### src/rtl/cdq_pkg.sv
`default_nettype none
package cdq_pkg;

  localparam int DEPTH_DEF      = 8;
  localparam int DATA_WIDTH_DEF = 32;

  localparam int OPCODE_W = 3;
  localparam int STATUS_W = 2;
  localparam int OCC_W    = 4;
  localparam int FIELD_W  = 32;

  localparam logic [OPCODE_W-1:0] OP_PUSH_FRONT = 3'd0;
  localparam logic [OPCODE_W-1:0] OP_PUSH_REAR  = 3'd1;
  localparam logic [OPCODE_W-1:0] OP_POP_FRONT  = 3'd2;
  localparam logic [OPCODE_W-1:0] OP_POP_REAR   = 3'd3;
  localparam logic [OPCODE_W-1:0] OP_PEEK_FRONT = 3'd4;
  localparam logic [OPCODE_W-1:0] OP_PEEK_REAR  = 3'd5;

  localparam logic [STATUS_W-1:0] ST_OK    = 2'd0;
  localparam logic [STATUS_W-1:0] ST_FULL  = 2'd1;
  localparam logic [STATUS_W-1:0] ST_EMPTY = 2'd2;

  // what the controller decided for one request, minus the read data
  typedef struct packed {
    logic                rd;
    logic [STATUS_W-1:0] status;
    logic [OCC_W-1:0]    occ;
  } resp_t;

endpackage
`default_nettype wire

### src/rtl/cdq_ram.sv
`default_nettype none
module cdq_ram #(
  parameter int DEPTH      = cdq_pkg::DEPTH_DEF,
  parameter int DATA_WIDTH = cdq_pkg::DATA_WIDTH_DEF,
  localparam int PTR_W     = $clog2(DEPTH)
) (
  input  wire logic                  clk,
  input  wire logic                  we,
  input  wire logic                  re,
  input  wire logic [PTR_W-1:0]      addr,
  input  wire logic [DATA_WIDTH-1:0] wdata,
  output logic      [DATA_WIDTH-1:0] rdata
);

  logic [DATA_WIDTH-1:0] mem [DEPTH];
  logic [DATA_WIDTH-1:0] rdata_r;

  always_ff @(posedge clk) begin
    if (we) begin
      mem[addr] <= wdata;
    end
    if (re) begin
      rdata_r <= mem[addr];
    end
  end

  assign rdata = rdata_r;

endmodule
`default_nettype wire

### src/rtl/cdq_ctrl.sv
`default_nettype none
module cdq_ctrl #(
  parameter int DEPTH      = cdq_pkg::DEPTH_DEF,
  parameter int DATA_WIDTH = cdq_pkg::DATA_WIDTH_DEF,
  localparam int PTR_W     = $clog2(DEPTH),
  localparam int CNT_W     = $clog2(DEPTH + 1)
) (
  input  wire logic                                 clk,
  input  wire logic                                 rst_n,
  input  wire logic                                 req_go,
  input  wire logic [cdq_pkg::OPCODE_W-1:0]         req_opcode,
  input  wire logic signed [cdq_pkg::FIELD_W-1:0]   req_value,
  output logic                                      mem_we,
  output logic                                      mem_re,
  output logic [PTR_W-1:0]                          mem_addr,
  output logic [DATA_WIDTH-1:0]                     mem_wdata,
  output cdq_pkg::resp_t                            resp
);

  logic [PTR_W-1:0] head_r, head_nxt;
  logic [PTR_W-1:0] tail_r, tail_nxt;
  logic [CNT_W-1:0] count_r, count_nxt;
  logic             full, empty;
  logic             we_int, re_int;

  function automatic logic [PTR_W-1:0] ring_next(input logic [PTR_W-1:0] p);
    return (p == PTR_W'(DEPTH - 1)) ? '0 : p + PTR_W'(1);
  endfunction

  function automatic logic [PTR_W-1:0] ring_prev(input logic [PTR_W-1:0] p);
    return (p == '0) ? PTR_W'(DEPTH - 1) : p - PTR_W'(1);
  endfunction

  assign full  = (count_r == CNT_W'(DEPTH));
  assign empty = (count_r == '0);

  always_comb begin
    head_nxt    = head_r;
    tail_nxt    = tail_r;
    count_nxt   = count_r;
    we_int      = 1'b0;
    re_int      = 1'b0;
    mem_addr    = head_r;
    resp.rd     = 1'b0;
    resp.status = cdq_pkg::ST_OK;
    unique case (req_opcode) inside
      cdq_pkg::OP_PUSH_FRONT: begin
        if (full) begin
          resp.status = cdq_pkg::ST_FULL;
        end else begin
          head_nxt  = ring_prev(head_r);
          mem_addr  = head_nxt;
          we_int    = 1'b1;
          count_nxt = count_r + CNT_W'(1);
        end
      end
      cdq_pkg::OP_PUSH_REAR: begin
        if (full) begin
          resp.status = cdq_pkg::ST_FULL;
        end else begin
          mem_addr  = tail_r;
          tail_nxt  = ring_next(tail_r);
          we_int    = 1'b1;
          count_nxt = count_r + CNT_W'(1);
        end
      end
      cdq_pkg::OP_POP_FRONT, cdq_pkg::OP_PEEK_FRONT: begin
        if (empty) begin
          resp.status = cdq_pkg::ST_EMPTY;
        end else begin
          mem_addr = head_r;
          re_int   = 1'b1;
          resp.rd  = 1'b1;
          if (req_opcode == cdq_pkg::OP_POP_FRONT) begin
            head_nxt  = ring_next(head_r);
            count_nxt = count_r - CNT_W'(1);
          end
        end
      end
      cdq_pkg::OP_POP_REAR, cdq_pkg::OP_PEEK_REAR: begin
        if (empty) begin
          resp.status = cdq_pkg::ST_EMPTY;
        end else begin
          mem_addr = ring_prev(tail_r);
          re_int   = 1'b1;
          resp.rd  = 1'b1;
          if (req_opcode == cdq_pkg::OP_POP_REAR) begin
            tail_nxt  = ring_prev(tail_r);
            count_nxt = count_r - CNT_W'(1);
          end
        end
      end
      default: ;
    endcase
    resp.occ = cdq_pkg::OCC_W'(count_nxt);
  end

  assign mem_we    = we_int & req_go;
  assign mem_re    = re_int & req_go;
  // sign-extend the 32-bit word, then keep the stored width
  assign mem_wdata = DATA_WIDTH'(64'(req_value));

  always_ff @(posedge clk) begin
    if (!rst_n) begin
      head_r  <= '0;
      tail_r  <= '0;
      count_r <= '0;
    end else if (req_go) begin
      head_r  <= head_nxt;
      tail_r  <= tail_nxt;
      count_r <= count_nxt;
    end
  end

endmodule
`default_nettype wire

### src/rtl/circular_deque.sv
`default_nettype none
// Double-ended queue of DEPTH words in a ring held in one synchronous RAM.
// A request (push or pop at either end, or a peek) can be taken every clock
// while in_stall is low. The RAM read happens at the accepting edge, and the
// output registers load once the output is free. Each request reads or writes
// at most one RAM word at its single port, which sets the one-per-cycle rate.
// While a result waits on a stalled output, one more request is taken and
// then the input stalls.
// Pushes to a full deque and pops or peeks on an empty one are refused and
// report status. The RAM needs no clearing after reset, since only words that
// were pushed are ever read.
module circular_deque #(
  parameter int DEPTH      = cdq_pkg::DEPTH_DEF,
  parameter int DATA_WIDTH = cdq_pkg::DATA_WIDTH_DEF
) (
  input  wire logic                               clk,
  input  wire logic                               rst_n,
  input  wire logic                               in_valid,
  output logic                                    in_stall,
  input  wire logic [cdq_pkg::OPCODE_W-1:0]       in_opcode,
  input  wire logic signed [cdq_pkg::FIELD_W-1:0] in_value,
  output logic                                    out_valid,
  input  wire logic                               out_stall,
  output logic signed [cdq_pkg::FIELD_W-1:0]      out_data,
  output logic [cdq_pkg::STATUS_W-1:0]            out_status,
  output logic [cdq_pkg::OCC_W-1:0]               out_occupancy
);

  localparam int PTR_W = $clog2(DEPTH);

  logic                  in_go;
  logic                  out_free;
  logic                  mem_we, mem_re;
  logic [PTR_W-1:0]      mem_addr;
  logic [DATA_WIDTH-1:0] mem_wdata, mem_rdata;
  logic signed [DATA_WIDTH-1:0] rd_s;
  cdq_pkg::resp_t        resp;

  logic                  pend_r, pend_nxt;
  cdq_pkg::resp_t        pend_info_r;
  logic                  out_valid_r, out_valid_nxt;
  logic signed [cdq_pkg::FIELD_W-1:0] out_data_r;
  logic [cdq_pkg::STATUS_W-1:0]       out_status_r;
  logic [cdq_pkg::OCC_W-1:0]          out_occ_r;

  assign out_free = ~out_valid_r | ~out_stall;
  // the ram read data holds only while no new read is accepted
  assign in_stall = pend_r & ~out_free;
  assign in_go    = in_valid & ~in_stall;

  cdq_ctrl #(
    .DEPTH      (DEPTH),
    .DATA_WIDTH (DATA_WIDTH)
  ) u_ctrl (
    .clk        (clk),
    .rst_n      (rst_n),
    .req_go     (in_go),
    .req_opcode (in_opcode),
    .req_value  (in_value),
    .mem_we     (mem_we),
    .mem_re     (mem_re),
    .mem_addr   (mem_addr),
    .mem_wdata  (mem_wdata),
    .resp       (resp)
  );

  cdq_ram #(
    .DEPTH      (DEPTH),
    .DATA_WIDTH (DATA_WIDTH)
  ) u_ram (
    .clk   (clk),
    .we    (mem_we),
    .re    (mem_re),
    .addr  (mem_addr),
    .wdata (mem_wdata),
    .rdata (mem_rdata)
  );

  assign rd_s          = mem_rdata;
  assign pend_nxt      = in_go | (pend_r & ~out_free);
  assign out_valid_nxt = out_free ? pend_r : out_valid_r;

  always_ff @(posedge clk) begin
    if (!rst_n) begin
      pend_r      <= 1'b0;
      out_valid_r <= 1'b0;
    end else begin
      pend_r      <= pend_nxt;
      out_valid_r <= out_valid_nxt;
    end
  end

  always_ff @(posedge clk) begin
    if (in_go) begin
      pend_info_r <= resp;
    end
    if (out_free && pend_r) begin
      out_data_r   <= pend_info_r.rd ? cdq_pkg::FIELD_W'(64'(rd_s)) : '0;
      out_status_r <= pend_info_r.status;
      out_occ_r    <= pend_info_r.occ;
    end
  end

  assign out_valid     = out_valid_r;
  assign out_data      = out_data_r;
  assign out_status    = out_status_r;
  assign out_occupancy = out_occ_r;

  a_full_occ : assert property (@(posedge clk) disable iff (!rst_n)
    out_valid && out_status == cdq_pkg::ST_FULL
      |-> out_occupancy == cdq_pkg::OCC_W'(DEPTH) && out_data == '0)
    else $error("refused push without a full deque");

  a_empty_occ : assert property (@(posedge clk) disable iff (!rst_n)
    out_valid && out_status == cdq_pkg::ST_EMPTY
      |-> out_occupancy == '0 && out_data == '0)
    else $error("refused pop or peek without an empty deque");

  a_no_accept_held : assert property (@(posedge clk) disable iff (!rst_n)
    pend_r && out_valid && out_stall |-> in_stall)
    else $error("request accepted while read data is still pending");

endmodule
`default_nettype wire
### config.mk
export PLATFORM = sky130hd
export DESIGN_NAME = circular_deque
export DESIGN_NICKNAME = d
export VERILOG_FILES = /design/src/rtl/cdq_pkg.sv /design/src/rtl/cdq_ram.sv /design/src/rtl/cdq_ctrl.sv /design/src/rtl/circular_deque.sv
export SDC_FILE = /design/constraint.sdc
export NUM_CORES = 1
export LEC_CHECK = 0
export BUFFER_PORTS_ARGS = -buffer_cell sky130_fd_sc_hd__buf_2
export CAP_MARGIN = 20
export CORE_MARGIN = 2
export CORE_UTILIZATION = 30
export CTS_BUF_LIST = sky130_fd_sc_hd__clkbuf_8
export CTS_CLUSTER_SIZE = 40
export DETAILED_ROUTE_END_ITERATION = 12
export PLACE_DENSITY = 0.48
export SLEW_MARGIN = 20
export SYNTH_ARGS = -nofsm -noshare
export SYNTH_HDL_FRONTEND = slang
export SYNTH_SLANG_ARGS = --single-unit
### constraint.sdc
create_clock -name clk -period 5.75 [get_ports clk]
set_input_delay 0.575 -clock clk [delete_from_list [all_inputs] [get_ports clk]]
set_output_delay 0.575 -clock clk [all_outputs]
set_load 0.03 [all_outputs]
==> results of run 1 <==
sequential cells by signal (all words and copies together) (netlist names):
| signal | cells |
|---|---|
| out_valid | 1 |
| u_ctrl.head_r | 3 |
| out_occupancy | 4 |
| u_ram.mem | 256 |
| pend_r | 1 |
| pend_info_r | 7 |
| u_ctrl.count_r | 4 |
| out_status | 2 |
| out_data | 32 |
| u_ctrl.tail_r | 3 |
| u_ram.rdata | 32 |
critical path, cell delays in order (launching register included):
cell and delay, ps:
sky130_fd_sc_hd__dfxtp_1 330, sky130_fd_sc_hd__inv_1 130, sky130_fd_sc_hd__ha_1 310, sky130_fd_sc_hd__nor3b_2 310, sky130_fd_sc_hd__a2111oi_0 110, sky130_fd_sc_hd__or4_4 810, sky130_fd_sc_hd__nand2_4 610, sky130_fd_sc_hd__buf_12 330
sky130_fd_sc_hd__a211oi_1 130, sky130_fd_sc_hd__nor4_1 470
worst paths after layout:
| path | slack [ps] | end | cells after the start |
|---|---|---|---|
| worst max-delay path | 1880 | u_ram.rdata[5]$_DFFE_PP_ | 9 |
| worst min-delay path | 180 | pend_r$_SDFF_PN0_ | 2 |
| worst max register to register | 1880 | u_ram.rdata[5]$_DFFE_PP_ | 9 |
| worst min register to register | 420 | out_occupancy[1]$_DFFE_PP_ | 0 |
per-stage QoR:
step | utilization | setup WS [ps] | power (uW)
6_report | 0.350 | 1880 | 5480
5_1_grt | 0.350 | 1560 | 5730
4_1_cts | 0.350 | 1800 | 5570
3_5_place_dp | 0.327 | 1800 | 3530
3_3_place_gp | 0.327 | 1840 | 3520
2_1_floorplan | - | 721 | 3340
metal layers:
layer  vias up  GRT usage  routed length (um)
met4         2     0.0526                 847
li1       3764          -                   -
met2       173      0.221               16100
met1      4112      0.191               16000
met3        66     0.0293                1560
met5         -          0                  10
final cells by class:
type | instances | area (um2) | share of cell area
clock buffers | 60 | 826 | 0.0508
clock inverters | 50 | 241 | 0.0149
inverters | 10 | 37.5 | 0.00231
multi-input cells | 454 | 3520 | 0.217
flip-flops and latches | 345 | 10200 | 0.630
well taps | 607 | 759 | 0.0467
repair buffers | 105 | 618 | 0.0380
cell usage in the layout (no fill, tap or decap), types with 10 or more instances in the layout:
cell type                   count
sky130_fd_sc_hd__buf_2         78
sky130_fd_sc_hd__and2_1        33
sky130_fd_sc_hd__clkinv_2      12
sky130_fd_sc_hd__clkinv_1      17
sky130_fd_sc_hd__dfxtp_1       12
sky130_fd_sc_hd__ha_1          10
sky130_fd_sc_hd__a2111oi_2     24
sky130_fd_sc_hd__buf_4         25
sky130_fd_sc_hd__edfxtp_1     333
sky130_fd_sc_hd__nor2_1        16
sky130_fd_sc_hd__clkbuf_8      60
sky130_fd_sc_hd__nor4_1        24
sky130_fd_sc_hd__and3_1       129
sky130_fd_sc_hd__a211oi_1      97
sky130_fd_sc_hd__inv_1         29
logic make-up (layout without fill, tap and decap cells):
logic type / after synthesis / in the layout / share of synthesized area
DFF: 345 / 345 / 0.726
and+or+nand+nor: 261 / 261 / 0.116
AOI/OAI and AO/OA: 173 / 173 / 0.112
buffers and inverters: 82 / 225 / 0.0305
adders and majority gates: 10 / 10 / 0.00887
xor gates and xnor gates: 5 / 5 / 0.00310
muxes: 5 / 5 / 0.00372
where the power goes:
| group | leakage, uW | switching, uW | internal (uW) |
|---|---|---|---|
| logic | 0.00188 | 410 | 202 |
| registers | 0.00313 | 17.1 | 2840 |
| clock network | 0.000627 | 998 | 1020 |
| total | 0.00564 | 1420 | 4050 |
==> summary.txt, run 1 <==
die area = 0.0488 mm2
portion of the post-synthesis area used by sequential elements = 0.726
antenna violations before repair = 2
Post-synth ARST share = 0
data arrival time of the critical path = 4250 ps
non-filler instance count after layout = 1,631
port bufs = 78
startpoint of the most critical hold path = in_valid
Worst VDD drop = 0.000134 V
Hold Slack = 177 ps
count of hold buffers inserted by post-cts repair = 0
maximum number of buffers from clock root to sink = 3
top cell type's share of synthesized area = 0.709
pin count of the biggest net entering global routing = 85
ratio of routed vias to standard cells = 4.98
status = finished, final reports clean
post-detailed-route wirelength per cell = 21.1 um
yosys synthesis warning count = 0
final period demand of the worst path = 3870 ps
Core Box Area = 0.0465 mm2
residual overflow from global routing = 0
clock tree from TritonCTS = done
total nets after synthesis = 930
count of nets left with antenna violations after detail routing = 0
Total Neg Setup Slack = 0 ps
share of the clock period used by the worst path = 0.673
post-synthesis cell type with the largest combined area = sky130_fd_sc_hd__edfxtp_1
post-route cell area = 0.0162 mm2
origin of the worst setup path = u_ctrl.count_r[0]$_SDFFE_PN0P_
antenna diode instance count = 0
via count of the first global-routing pass = 8,524
H-Tree Level Count = 2
synthesized area per cell = 16.0 um2
count of nets after finishing = 1,023
number of inserted filler cells in the final layout = 4,474
count leader, synth = sky130_fd_sc_hd__edfxtp_1
CP required = 6130 ps
worst reg2reg startpoint = u_ctrl.count_r[0]$_SDFFE_PN0P_
ranking of synthesized cells by instance count = sky130_fd_sc_hd__edfxtp_1 (333), sky130_fd_sc_hd__and3_1 (129), sky130_fd_sc_hd__a211oi_1 (97), sky130_fd_sc_hd__clkbuf_1 (37), sky130_fd_sc_hd__and2_1 (34)
primary flip-flop cell chosen by synthesis mapping = sky130_fd_sc_hd__edfxtp_1
Num CTS Buffers = 58
Post-Syn Instances = 881
initial core utilization = 0.304
Slew Limit Fails = 0
count of max-cap constraint violations = 0
standard cell area after detailed placement = 0.0152 mm2
Tightest Hold Check Type = input pin to register
count of different cell masters after synthesis = 64
HPWL after DPL = 18,500 um
first-pass GRT wire length = 52,700 um
actual transition at the worst max-transition pin = 878 ps
last weighted congestion value of the routability-driven placer = 0.761
final setup skew = 18.8 ps
Routed WL = 34,500 um
critical path startpoint category = register
count of flip-flops with a built-in enable after synthesis = 333
total setup buffers inserted after CTS = 0
number of vias after detailed routing = 8,117
Synth Register Bits = 345
Detailed Routing Iterations Pass 1 = 5
ratio of cells with drive above 1 in the final layout = 0.233
remaining routing DRC violations = 0
RSZ-0062 raised after global routing = no
Overall Global Routing Usage = 0.141
count of endpoints failing setup in the final report = 0
area added between synthesis and finish = 15.1%
top achievable clock speed = 259 MHz
synthesized cell area = 0.0141 mm2
clock root buffer = sky130_fd_sc_hd__clkbuf_8
CTS-repair resized insts = 0
hold violation count in the final report = 0
die outline height = 221 um
Critical Path Fanout Max = 50
clock input transition at the sequential cells of the worst setup and hold paths = 60 ps
initial drt markers = 573
number of standard-cell rows in the floorplan = 79
top area cells in the synthesized netlist = sky130_fd_sc_hd__edfxtp_1 (71%), sky130_fd_sc_hd__and3_1 (5.7%), sky130_fd_sc_hd__a211oi_1 (5.2%)
ports placed on the boundary = 79
clock latency at the later pin of the worst-skew pair = 630 ps
leakage power = 0.00564 uW
number of sinks on the clock net = 345
Critical Path End Type = register
power density normalized to cell area = 337 mW/mm2
Chip Width = 221 um
Slew Limit Headroom = 0.413
total placed cells including tap cells = 1,521
Setup CP Type = register to register
Power figures use the tool's default switching activity.
==> run 2, diff against run 1 <==
Settings changed: ABC_AREA set to 1.
Clock period 5.75 ns to 3.6 ns, I/O delays scaled along.
==> summary.txt, run 2 <==
synthesized cell area = 0.0145 mm2 (+2.9%)
clock root buffer = sky130_fd_sc_hd__clkbuf_8
antenna diode instance count = 0 (unchanged)
HPWL after DPL = 19,600 um (+5.6%)
power density normalized to cell area = 523 mW/mm2 (+55%)
Core Box Area = 0.0477 mm2 (+2.8%)
top area cells in the synthesized netlist = sky130_fd_sc_hd__edfxtp_1 (69%), sky130_fd_sc_hd__nand2_1 (14%), sky130_fd_sc_hd__nand3_1 (5.3%)
Synth Register Bits = 345 (unchanged)
hold violation count in the final report = 0 (unchanged)
clock input transition at the sequential cells of the worst setup and hold paths = 60 ps (about the same)
Register-to-Register Setup Slack = 650 ps (-1230 ps)
non-filler instance count after layout = 2,146 (+32%)
Routed WL = 35,900 um (+4.2%)
Slew Limit Fails = 0 (unchanged)
count of different cell masters after synthesis = 31 (-52%)
Largest delay share family, worst path = simple AND/OR/NAND/NOR gates
yosys synthesis warning count = 0 (unchanged)
count of nets after finishing = 1,537 (+50%)
CP required = 3910 ps (-2220 ps)
critical path startpoint category = register
ratio of routed vias to standard cells = 4.46 (-10%)
Overall Global Routing Usage = 0.146 (+0.00514)
startpoint of the most critical hold path = in_value[15]
leakage power = 0.00725 uW (+29%)
count of nets left with antenna violations after detail routing = 0 (unchanged)
total placed cells including tap cells = 2,007 (+32%)
final setup skew = 27.6 ps (+8.80 ps)
critical register-to-register path endpoint = u_ram.mem[2][15]$_DFFE_PP_
number of vias after detailed routing = 9,568 (+18%)
Critical Path Fanout Max = 21 (-58%)
count of max-cap constraint violations = 0 (unchanged)
initial drt markers = 674 (+18%)
number of standard-cell rows in the floorplan = 80 (+1.3%)
initial core utilization = 0.304 (+0.000500)
ratio of cells with drive above 1 in the final layout = 0.134 (-0.0995)
top achievable clock speed = 339 MHz (+31%)
post-layout utilization of the core = 0.359 (+0.00974)
worst-case reg-to-reg path depth = 12 (+3)
largest incremental delay on the critical path = 440 ps (-370 ps)
portion of the post-synthesis area used by sequential elements = 0.705 (-0.0207)
data arrival time of the critical path = 3250 ps (-1000 ps)
maximum number of buffers from clock root to sink = 3 (unchanged)
post-synthesis cell type with the largest combined area = sky130_fd_sc_hd__edfxtp_1
pin count of the biggest net entering global routing = 129 (+52%)
primary flip-flop cell chosen by synthesis mapping = sky130_fd_sc_hd__edfxtp_1
Num CTS Buffers = 60 (+3.4%)
total setup buffers inserted after CTS = 0 (unchanged)
Total Neg Setup Slack = 0 ps (unchanged)
clock latency at the later pin of the worst-skew pair = 660 ps (+30 ps)
Post-Syn Instances = 1,346 (+53%)
count leader, synth = sky130_fd_sc_hd__nand2_1
buffer and inverter count on the worst path = 3 (+1)
final period demand of the worst path = 2950 ps (-922 ps)
list of cells traversed by the critical path = inv_1 -> ha_1 -> nand3_2 -> nand2_1 -> nand2_1 -> nand2_1 -> nand2_1 -> nand3_2 -> a21oi_4 -> inv_1 -> nor2_4 -> buf_4
origin of the worst setup path = u_ctrl.count_r[0]$_SDFFE_PN0P_
total nets after synthesis = 1,395 (+50%)
Critical Path End Type = register
Storage cell area = 0.0102 mm2 (unchanged)
top cell type's share of synthesized area = 0.688 (-0.0203)
via count of the first global-routing pass = 9,455 (+11%)
clock tree from TritonCTS = done
post-detailed-route wirelength per cell = 16.7 um (-21%)
CTS-repair resized insts = 0 (unchanged)
Detailed Routing Iterations Pass 1 = 5 (unchanged)
logic depth of the worst setup path including buffers = 12 (+3)
Tightest Hold Check Type = input pin to register
number of inserted filler cells in the final layout = 4,736 (+5.9%)
first-pass GRT wire length = 56,000 um (+6.2%)
standard cell area after detailed placement = 0.0158 mm2 (+3.8%)
Worst VDD drop = 0.000274 V (+100%)
die outline height = 224 um (+1.4%)
Crit path top cell by count = sky130_fd_sc_hd__nand2_1
Multi-input gate area = 0.00357 mm2 (+1.3%)
cell type of the slowest stage on the worst timing path = sky130_fd_sc_hd__a21oi_4
count of endpoints failing setup in the final report = 0 (unchanged)
ranking of synthesized cells by instance count = sky130_fd_sc_hd__nand2_1 (557), sky130_fd_sc_hd__edfxtp_1 (333), sky130_fd_sc_hd__nand3_1 (153), sky130_fd_sc_hd__inv_1 (129), sky130_fd_sc_hd__buf_2 (44)
status = finished, final reports clean
number of flip-flops in the largest register = 256 (unchanged)
synthesized area per cell = 10.8 um2 (-33%)
share of the clock period used by the worst path = 0.818 (+0.146)
RSZ-0062 raised after global routing = no
ports placed on the boundary = 79 (unchanged)
worst reg2reg startpoint = u_ctrl.count_r[0]$_SDFFE_PN0P_
Chip Width = 224 um (+1.4%)
post-route cell area = 0.0172 mm2 (+5.6%)
Hold Slack = 48.2 ps (-129 ps)
die area = 0.0502 mm2 (+2.9%)
actual transition at the worst max-transition pin = 827 ps (-51.4 ps)
Slew Limit Headroom = 0.449 (+0.0357)
last weighted congestion value of the routability-driven placer = 0.868 (+14%)
count of flip-flops with a built-in enable after synthesis = 333 (unchanged)
port bufs = 78 (unchanged)
residual overflow from global routing = 0 (unchanged)
remaining routing DRC violations = 0 (unchanged)
most common library cell in the layout ignoring fill and taps = sky130_fd_sc_hd__nand2_1
count of hold buffers inserted by post-cts repair = 34 (+34)
area added between synthesis and finish = 18.1%
number of sinks on the clock net = 345 (unchanged)
H-Tree Level Count = 2 (unchanged)
Post-synth ARST share = 0 (unchanged)
antenna violations before repair = 0 (-2)
highest-count cells in the layout ignoring fill and taps = sky130_fd_sc_hd__nand2_1 (557), sky130_fd_sc_hd__edfxtp_1 (333), sky130_fd_sc_hd__nand3_1 (153), sky130_fd_sc_hd__inv_1 (150), sky130_fd_sc_hd__buf_2 (78)
register with the most flip-flops = u_ram.mem
timing endpoint of the critical path = u_ram.mem[2][15]$_DFFE_PP_
Setup CP Type = register to register
## run 2: cell types whose count changed after synthesis, moves of 26 or more
| cell | delta |
|---|---|
| sky130_fd_sc_hd__a211oi_1 | -94 |
| sky130_fd_sc_hd__nand2_1 | +549 |
| sky130_fd_sc_hd__and3_1 | -129 |
| sky130_fd_sc_hd__clkbuf_1 | -26 |
| sky130_fd_sc_hd__inv_1 | +119 |
| sky130_fd_sc_hd__and2_1 | -34 |
| sky130_fd_sc_hd__buf_2 | +28 |
| sky130_fd_sc_hd__nand3_1 | +149 |
## run 2: logic make-up after synthesis
| kind of cell | after synthesis | share of synthesized area |
|---|---|---|
| buffers and inverters | 196 | 0.0564 |
| DFF | 345 | 0.705 |
| adders and majority gates | 10 | 0.00861 |
| muxes | 1 | 0.000775 |
| and+or+nand+nor | 758 | 0.214 |
| xor gates and xnor gates | 3 | 0.00181 |
| AOI/OAI and AO/OA | 33 | 0.0135 |
## run 2: per-layer routing
| layer | share of wire | GRT usage |
|---|---|---|
| met4 | 0.020 | 0.0445 |
| met2 | 0.47 | 0.239 |
| met3 | 0.047 | 0.0299 |
| met1 | 0.46 | 0.194 |
| met5 | 0 | 0 |
## run 2: worst min path at each step
stage / cells past startpoint / slack, ps / endpoint
2_1_floorplan: 0 / 400 / out_occupancy[0]$_DFFE_PP_
3_3_place_gp: 0 / 400 / out_status[0]$_DFFE_PP_
3_5_place_dp: 0 / 410 / out_occupancy[1]$_DFFE_PP_
4_1_cts: 3 / 0.5 / u_ctrl.head_r[1]$_SDFFE_PN0P_
5_1_grt: 1 / 30 / u_ram.mem[5][15]$_DFFE_PP_
6_report: 1 / 50 / u_ram.mem[3][15]$_DFFE_PP_
## run 2: area by class of cell
type	instances	area share
clock inverter	45	0.0139
timing repair buffer	140	0.0585
clock buffer	60	0.0481
inverter	136	0.0299
multi-input combinational	805	0.208
sequential	345	0.597
tap	615	0.0448
## run 2: power breakdown
group / total, uW / switching (uW) / internal [uW]
combinational: 1140 / 818 / 320
clock: 3250 / 1570 / 1680
sequential: 4590 / 35.0 / 4550
total: 8980 / 2430 / 6550
## run 2: per-stage QoR
stage / total power [uW] / setup WS [ps]
2_1_floorplan: 5420 / 91.9
3_3_place_gp: 5790 / 583
3_5_place_dp: 5800 / 580
4_1_cts: 9140 / 587
5_1_grt: 9460 / 417
6_report: 8980 / 654
